**config.mk**
```make
export PLATFORM = sky130hd
export DESIGN_NAME = ibq_ctrl
export DESIGN_NICKNAME = d
export VERILOG_FILES = /design/src/rtl/ibq_pkg.sv /design/src/rtl/ibq_ctrl.sv
export SDC_FILE = /design/constraint.sdc
export NUM_CORES = 1
export LEC_CHECK = 0
export BUFFER_PORTS_ARGS = -buffer_cell sky130_fd_sc_hd__buf_4
export CAP_MARGIN = 20
export CORE_UTILIZATION = 45
export CTS_CLUSTER_SIZE = 24
export DETAILED_ROUTE_END_ITERATION = 10
export SLEW_MARGIN = 20
export SYNTH_ARGS = -nofsm -noshare
export SYNTH_HDL_FRONTEND = slang
export SYNTH_SLANG_ARGS = --single-unit
```
**constraint.sdc**
```tcl
create_clock -name clk -period 5.21 [get_ports clk]
set_input_delay 0.2605 -clock clk [delete_from_list [all_inputs] [get_ports clk]]
set_output_delay 0.2605 -clock clk [all_outputs]
set_load 0.01 [all_outputs]
```
**src/rtl/ibq_pkg.sv**
```systemverilog
// Shared types, constants and helpers for the inverse bilinear quad map.
// Holds the micro-op list, the sequencer program and the controller/datapath structs.
// No dependencies.
package ibq_pkg;

    // number format and sizes
    localparam int FRAC_BITS      = 16;
    localparam int MAX_ITERATIONS = 8;
    localparam int DATA_W         = 32;
    localparam int PROD_W         = 2 * DATA_W;
    localparam int FLOOR_W        = PROD_W - FRAC_BITS;
    localparam int ACC_W          = FLOOR_W + 4;
    localparam int ITER_W         = $clog2(MAX_ITERATIONS + 1);
    localparam int NUM_REGS       = 8;
    localparam int CFG_IDX_W      = $clog2(NUM_REGS);

    // near-singular ratio and convergence tolerance
    localparam int DET_RATIO = 100000;
    localparam int RATIO_W   = $clog2(DET_RATIO + 1);
    localparam int DETK_W    = ACC_W + RATIO_W;
    localparam int TOL_RAW   = ((1 << FRAC_BITS) + 50000) / 100000;
    localparam int TOL_Q     = (TOL_RAW > 0) ? TOL_RAW : 1;
    localparam logic [PROD_W-1:0] TOL_SQ = PROD_W'(TOL_Q) * PROD_W'(TOL_Q);

    // divider: one quotient bit per cycle
    localparam int DIV_STEPS = DATA_W;
    localparam int DCNT_W    = $clog2(DIV_STEPS);
    localparam int INT_BITS  = DATA_W - FRAC_BITS;

    localparam logic signed [DATA_W-1:0] Q_ONE = DATA_W'(1 << FRAC_BITS);
    localparam logic signed [DATA_W-1:0] Q_MAX = {1'b0, {(DATA_W-1){1'b1}}};
    localparam logic signed [DATA_W-1:0] Q_MIN = {1'b1, {(DATA_W-1){1'b0}}};
    localparam logic signed [ACC_W-1:0] SAT_MAX =
        {{(ACC_W-DATA_W+1){1'b0}}, {(DATA_W-1){1'b1}}};
    localparam logic signed [ACC_W-1:0] SAT_MIN =
        {{(ACC_W-DATA_W+1){1'b1}}, {(DATA_W-1){1'b0}}};

    // result status codes
    typedef enum logic [1:0] {
        STS_CONV  = 2'd0,
        STS_LIMIT = 2'd1,
        STS_DEGEN = 2'd2
    } status_t;

    // micro-ops issued by the sequencer
    typedef enum logic [5:0] {
        OP_NOP, OP_COEF, OP_D0A, OP_D0B, OP_SV_D0, OP_CHK_D0,
        OP_NSA, OP_NSB, OP_DIV0, OP_WR_S0, OP_NTA, OP_NTB, OP_WR_T0,
        OP_ST, OP_WR_ST,
        OP_SET_NRX, OP_FXA, OP_FXB, OP_FXC, OP_WR_FX,
        OP_SET_NRY, OP_FYA, OP_FYB, OP_FYC, OP_WR_FY,
        OP_SET_ESX, OP_JSXM, OP_WR_JSX,
        OP_SET_ESY, OP_JSYM, OP_WR_JSY,
        OP_SET_ETX, OP_JTXM, OP_WR_JTX,
        OP_SET_ETY, OP_JTYM, OP_WR_JTY,
        OP_DTA, OP_DTB, OP_SQX, OP_SQY, OP_WR_DET, OP_DK, OP_CHECK,
        OP_UXA, OP_UXB, OP_DIVD, OP_WR_S, OP_UYA, OP_UYB, OP_WR_T, OP_JUMP
    } op_t;

    localparam int PROG_LEN = 65;
    localparam int PC_W     = $clog2(PROG_LEN);
    localparam int LOOP_TOP = 16;

    // controller to datapath
    typedef struct packed {
        op_t     op;
        logic    take_point;
        logic    load_out;
        status_t out_status;
    } cmd_t;

    // datapath to controller
    typedef struct packed {
        logic det0_zero;
        logic conv;
        logic degen;
        logic div_done;
    } sts_t;

    // saturate a wide signed value to the word range
    function automatic logic signed [DATA_W-1:0] sat32(input logic signed [ACC_W-1:0] v);
        logic signed [DATA_W-1:0] r;
        if (v > SAT_MAX)
            r = Q_MAX;
        else if (v < SAT_MIN)
            r = Q_MIN;
        else
            r = v[DATA_W-1:0];
        return r;
    endfunction

    // sign-extend a word to accumulator width
    function automatic logic signed [ACC_W-1:0] ext(input logic signed [DATA_W-1:0] v);
        return ACC_W'(v);
    endfunction

    // sequencer program; the loop body starts at LOOP_TOP
    function automatic op_t prog_op(input logic [PC_W-1:0] pc);
        op_t r;
        case (int'(pc))
            0:  r = OP_COEF;
            1:  r = OP_D0A;
            2:  r = OP_D0B;
            3:  r = OP_NOP;
            4:  r = OP_SV_D0;
            5:  r = OP_CHK_D0;
            6:  r = OP_NSA;
            7:  r = OP_NSB;
            8:  r = OP_NOP;
            9:  r = OP_DIV0;
            10: r = OP_WR_S0;
            11: r = OP_NTA;
            12: r = OP_NTB;
            13: r = OP_NOP;
            14: r = OP_DIV0;
            15: r = OP_WR_T0;
            16: r = OP_ST;
            17: r = OP_NOP;
            18: r = OP_WR_ST;
            19: r = OP_SET_NRX;
            20: r = OP_FXA;
            21: r = OP_FXB;
            22: r = OP_FXC;
            23: r = OP_NOP;
            24: r = OP_WR_FX;
            25: r = OP_SET_NRY;
            26: r = OP_FYA;
            27: r = OP_FYB;
            28: r = OP_FYC;
            29: r = OP_NOP;
            30: r = OP_WR_FY;
            31: r = OP_SET_ESX;
            32: r = OP_JSXM;
            33: r = OP_NOP;
            34: r = OP_WR_JSX;
            35: r = OP_SET_ESY;
            36: r = OP_JSYM;
            37: r = OP_NOP;
            38: r = OP_WR_JSY;
            39: r = OP_SET_ETX;
            40: r = OP_JTXM;
            41: r = OP_NOP;
            42: r = OP_WR_JTX;
            43: r = OP_SET_ETY;
            44: r = OP_JTYM;
            45: r = OP_NOP;
            46: r = OP_WR_JTY;
            47: r = OP_DTA;
            48: r = OP_DTB;
            49: r = OP_SQX;
            50: r = OP_SQY;
            51: r = OP_WR_DET;
            52: r = OP_DK;
            53: r = OP_CHECK;
            54: r = OP_UXA;
            55: r = OP_UXB;
            56: r = OP_NOP;
            57: r = OP_DIVD;
            58: r = OP_WR_S;
            59: r = OP_UYA;
            60: r = OP_UYB;
            61: r = OP_NOP;
            62: r = OP_DIVD;
            63: r = OP_WR_T;
            64: r = OP_JUMP;
            default: r = OP_NOP;
        endcase
        return r;
    endfunction

endpackage

```
**src/rtl/ibq_ctrl.sv**
```systemverilog
// Controller: sequencer over the micro-op program, Newton loop decisions, handshakes.
// Drives the datapath by cmd_t and reads sts_t. Depends on ibq_pkg.
module ibq_ctrl
    import ibq_pkg::*;
(
    input  logic clk,
    input  logic rst_n,
    input  logic in_valid,
    output logic in_stall,
    output logic out_valid,
    input  logic out_stall,
    input  sts_t sts,
    output cmd_t cmd
);

    typedef enum logic [3:0] {
        ST_IDLE = 4'b0001,
        ST_RUN  = 4'b0010,
        ST_DIVW = 4'b0100,
        ST_FIN  = 4'b1000
    } state_t;

    state_t            state_reg, state_next;
    logic [PC_W-1:0]   pc_reg, pc_next;
    logic [ITER_W-1:0] iter_reg, iter_next;
    status_t           fin_reg, fin_next;
    logic              out_valid_reg, out_valid_next;

    op_t  op_now;
    logic accept;
    logic load_out;

    assign op_now   = prog_op(pc_reg);
    assign accept   = in_valid && (state_reg == ST_IDLE);
    assign load_out = (state_reg == ST_FIN) && (!out_valid_reg || !out_stall);

    // commands
    always_comb
    begin
        cmd.op         = (state_reg == ST_RUN) ? op_now : OP_NOP;
        cmd.take_point = accept;
        cmd.load_out   = load_out;
        cmd.out_status = fin_reg;
    end

    // sequencing
    always_comb
    begin
        state_next = state_reg;
        pc_next    = pc_reg;
        iter_next  = iter_reg;
        fin_next   = fin_reg;
        case (state_reg)
            ST_IDLE:
            begin
                if (accept)
                begin
                    state_next = ST_RUN;
                    pc_next    = '0;
                    iter_next  = '0;
                end
            end
            ST_RUN:
            begin
                case (op_now)
                    OP_DIV0, OP_DIVD:
                        state_next = ST_DIVW;
                    OP_CHK_D0:
                    begin
                        if (sts.det0_zero)
                        begin
                            fin_next   = STS_DEGEN;
                            state_next = ST_FIN;
                        end
                        else
                            pc_next = pc_reg + 1'b1;
                    end
                    OP_CHECK:
                    begin
                        if (sts.conv)
                        begin
                            fin_next   = STS_CONV;
                            state_next = ST_FIN;
                        end
                        else if (sts.degen)
                        begin
                            fin_next   = STS_DEGEN;
                            state_next = ST_FIN;
                        end
                        else if (iter_reg >= ITER_W'(MAX_ITERATIONS))
                        begin
                            fin_next   = STS_LIMIT;
                            state_next = ST_FIN;
                        end
                        else
                            pc_next = pc_reg + 1'b1;
                    end
                    OP_JUMP:
                    begin
                        pc_next   = PC_W'(LOOP_TOP);
                        iter_next = iter_reg + 1'b1;
                    end
                    default:
                        pc_next = pc_reg + 1'b1;
                endcase
            end
            ST_DIVW:
            begin
                if (sts.div_done)
                begin
                    pc_next    = pc_reg + 1'b1;
                    state_next = ST_RUN;
                end
            end
            ST_FIN:
            begin
                if (load_out)
                    state_next = ST_IDLE;
            end
            default:
                state_next = ST_IDLE;
        endcase
    end

    // output word held until taken
    always_comb
    begin
        out_valid_next = out_valid_reg;
        if (load_out)
            out_valid_next = 1'b1;
        else if (out_valid_reg && !out_stall)
            out_valid_next = 1'b0;
    end

    always_ff @(posedge clk or negedge rst_n)
    begin
        if (!rst_n)
        begin
            state_reg     <= ST_IDLE;
            pc_reg        <= '0;
            iter_reg      <= '0;
            fin_reg       <= STS_CONV;
            out_valid_reg <= 1'b0;
        end
        else
        begin
            state_reg     <= state_next;
            pc_reg        <= pc_next;
            iter_reg      <= iter_next;
            fin_reg       <= fin_next;
            out_valid_reg <= out_valid_next;
        end
    end

    assign in_stall  = (state_reg != ST_IDLE);
    assign out_valid = out_valid_reg;

endmodule

```
==> impl_metrics.yaml <==
place:
  port_buffers: 19
  gp_congestion: 0.872
  dp.cells: 283
  dp_slack_ns: 1.41
  dp_hpwl_um: 3410
  placed_cell_area_mm2: 0.00200
yosys:
  synth-xor-area-share: 0.0140
  synthTopCellsByCount: "nor2_1 (21), dfrtp_1 (17), nand2_1 (14), o21ai_0 (14)"
  synth_area_mm2: 0.00187
  synth-main-ff-cell: "dfrtp_1"
  synth.area.mux_share: 0.0394
  synth-simple-area-share: 0.276
  ys_top_cells_by_area: "dfrtp_1 (23%), ha_1 (8.0%), nor2_1 (4.2%)"
  syn_nets: 246
  synth-adder-area-share: 0.0801
  synth_top_family_by_area: "compound AO/OA/AOI/OAI gates"
  synth_enable_flop_cells: 0
  synth_top_cell_by_area: "dfrtp_1"
  synth-compound-area-share: 0.280
  yosys_warnings: 0
  async_flop_share: 1.00
  synth_cells: 226
  synth_seq_cells: 18
  synth_top_area_share: 0.227
  syn_avg_cell_area_um2: 8.29
  yosysMostFrequentCell: "nor2_1"
  synth_cell_type_count: 65
  ys_seq_area_frac: 0.241
power_and_ir_drop:
  power_density_mw_per_mm2: 302
  p_total_mw: 0.620
  p_switching_mw: 0.277
  pwr-share-clk: 0.164
  intPower_mw: 0.343
  switching_share: 0.447
  p_leak_nw: 0.809
  p_seq_frac: 0.299
  peakVddDrop_mv: 0.194
  comb_power_share: 0.537
route:
  dr_total_vias: 1750
  drt-total-wl_um: 4560
  viasPerCell: 6.08
  drt_iter0_drc: 109
  ant_nets: 0
  firstDrtPassIters: 5
  detail_route.wl_per_cell_um: 15.8
  drcViolationCount: 0
timing:
  drv_slew: 0
  min_period_over_period: 0.738
  rsz0062_at_grt: "no"
  worst_pin_slew_ns: 0.848
  finalCriticalPeriod_ns: 3.85
  fin_setup_tns_ns: 0
  finalHoldViolations: 0
  maxSlewHeadroom: 0.435
  worst_hold_slack_ns: 0.178
  finalSetupViolCount: 0
  setup_ws_ns: 1.36
  max_freq_ghz: 0.260
  finClkSkew_ns: 0.000991
critical_path:
  crit_chain: "inv_1 -> ha_1 -> and2_1 -> or3_1 -> a31oi_2 -> a21oi_1 -> or3_4 -> o32a_1 -> o211a_4 -> or2_4 -> o31ai_1"
  crit_path_top_delay_cell: "dfrtp_1"
  critPathKind: "reg2reg"
  critical_path_peak_fanout: 14
  slowest_delay_ns: 0.60
  critPathCaptureType: "flip-flop"
  cp.arrival_ns: 4.00
  cp.required_ns: 5.36
  critPathLaunchType: "flip-flop"
outcome:
  status: "complete, no violations"
layout:
  final_util: 0.514
  antenna_cells: 0
  syn_to_final_growth_pct: 9.61
  stdcell_area_mm2: 0.00205
  drive_gt1_frac: 0.185
  fin_nets: 259
  largest_register_ffs: 7
  finalNonFillerCells: 288
  fillCellCount: 387
hold_path:
  hp-class: "in2reg"
floorplan:
  io_pins: 20
  die-area_mm2: 0.00443
  row_count: 23
  die_y_um: 66.5
  die_w_um: 66.5
  initial_utilization: 0.469
  core-area_mm2: 0.00400
clock_network:
  htree_levels: 1
  cts_buffers: 3
  cts_tree: "yes"
  root_buffer: "clkbuf_8"
  clkTransAtPathRegs_ns: 0.07
  clkLatencyLatePin_ns: 0.25
  clockBufferDepth: 2
  cts_sinks: 18
grt:
  antenna_found_initial: 0
  grt_max_degree: 30
  gr-usage-all-layers: 0.230
  grt_first_pass_wirelength_um: 7780
  grt.overflow.total: 0
  grt_pass1_vias: 1623
run:
  maxCapViolCount: 0
placed cells by master, fill, tap and decap left out, types with 3 or more instances in the layout:
master / count
nor2_1: 21
buf_4: 19
dfrtp_1: 17
nand2_1: 14
o21ai_0: 14
inv_1: 12
a21oi_1: 12
ha_1: 12
nand3b_1: 7
nor3_1: 6
nand2b_1: 6
nor4_1: 5
nor2b_1: 5
nand3_1: 4
and2_1: 4
mux2i_1: 4
nor4b_1: 3
and3_1: 3
mux2_2: 3
or3_1: 3
o31ai_1: 3
or2_2: 3
o22ai_1: 3
o21ai_1: 3
clkbuf_8: 3
repair_timing:
item,in CTS,in global routing
resized for setup,0,0
endpoints found under the hold margin,17,0
hold buffers,1,0
buffers inserted,0,0
endpoints found under the setup margin,0,0
cell type report:
type                       instances  area (µm²)  share of cell area
clock buffer                       4        45.0              0.0219
inverter                          13        48.8              0.0238
multi-input combinational        183        1290               0.630
sequential                        18         452               0.220
tap                               50        62.6              0.0305
timing repair buffer              20         153              0.0743
power groups by stage:
stage / clock network, mW / registers, mW / logic [mW]
floorplan: 0 / 0.173 / 0.250
global placement: 0 / 0.187 / 0.329
detailed placement: 0 / 0.188 / 0.328
CTS: 0.104 / 0.185 / 0.330
global route: 0.110 / 0.189 / 0.368
finish: 0.101 / 0.185 / 0.333
kinds of logic after synthesis:
logic type | count (synthesis)
and+or+nand+nor | 93
AOI/OAI and AO/OA | 68
buffers and inverters | 25
DFF | 18
adders and majority gates | 12
muxes | 7
xor gates and xnor gates | 3
path summary, 6_finish.rpt:
kind,from,slack (ns),end,depth (start not counted)
worst max register to register,pc_reg[0]$_DFFE_PN0P_,1.36,pc_reg[3]$_DFFE_PN0P_,11
worst min-delay path,in_valid,0.18,state_reg[0]$_DFFE_PN1P_,2
worst min register to register,fin_reg[0]$_DFFE_PN0P_,0.53,fin_reg[0]$_DFFE_PN0P_,2
max in group asynchronous,rst_n,4.54,state_reg[0]$_DFFE_PN1P_,2
min in group asynchronous,rst_n,0.41,fin_reg[1]$_DFFE_PN0P_,2
worst max-delay path,pc_reg[0]$_DFFE_PN0P_,1.36,pc_reg[3]$_DFFE_PN0P_,11
worst max-delay path, delay by kind of cell (launching register included):
family	cells	cell delay [ns]
flip-flops	1	0.60
AO/OA/AOI/OAI	5	1.23
buffers and inverters	1	0.20
adder cells (fa/ha/maj)	1	0.44
AND/OR/NAND/NOR	4	1.29
metal layers:
layer / up-vias / global-route usage / routed length, µm
li1: 865 / - / -
met1: 826 / 0.306 / 2150
met2: 51 / 0.378 / 2160
met3: 8 / 0.0394 / 199
met4: 0 / 0.0665 / 55
met5: - / 0 / 0
Power figures use the tool's default switching activity.
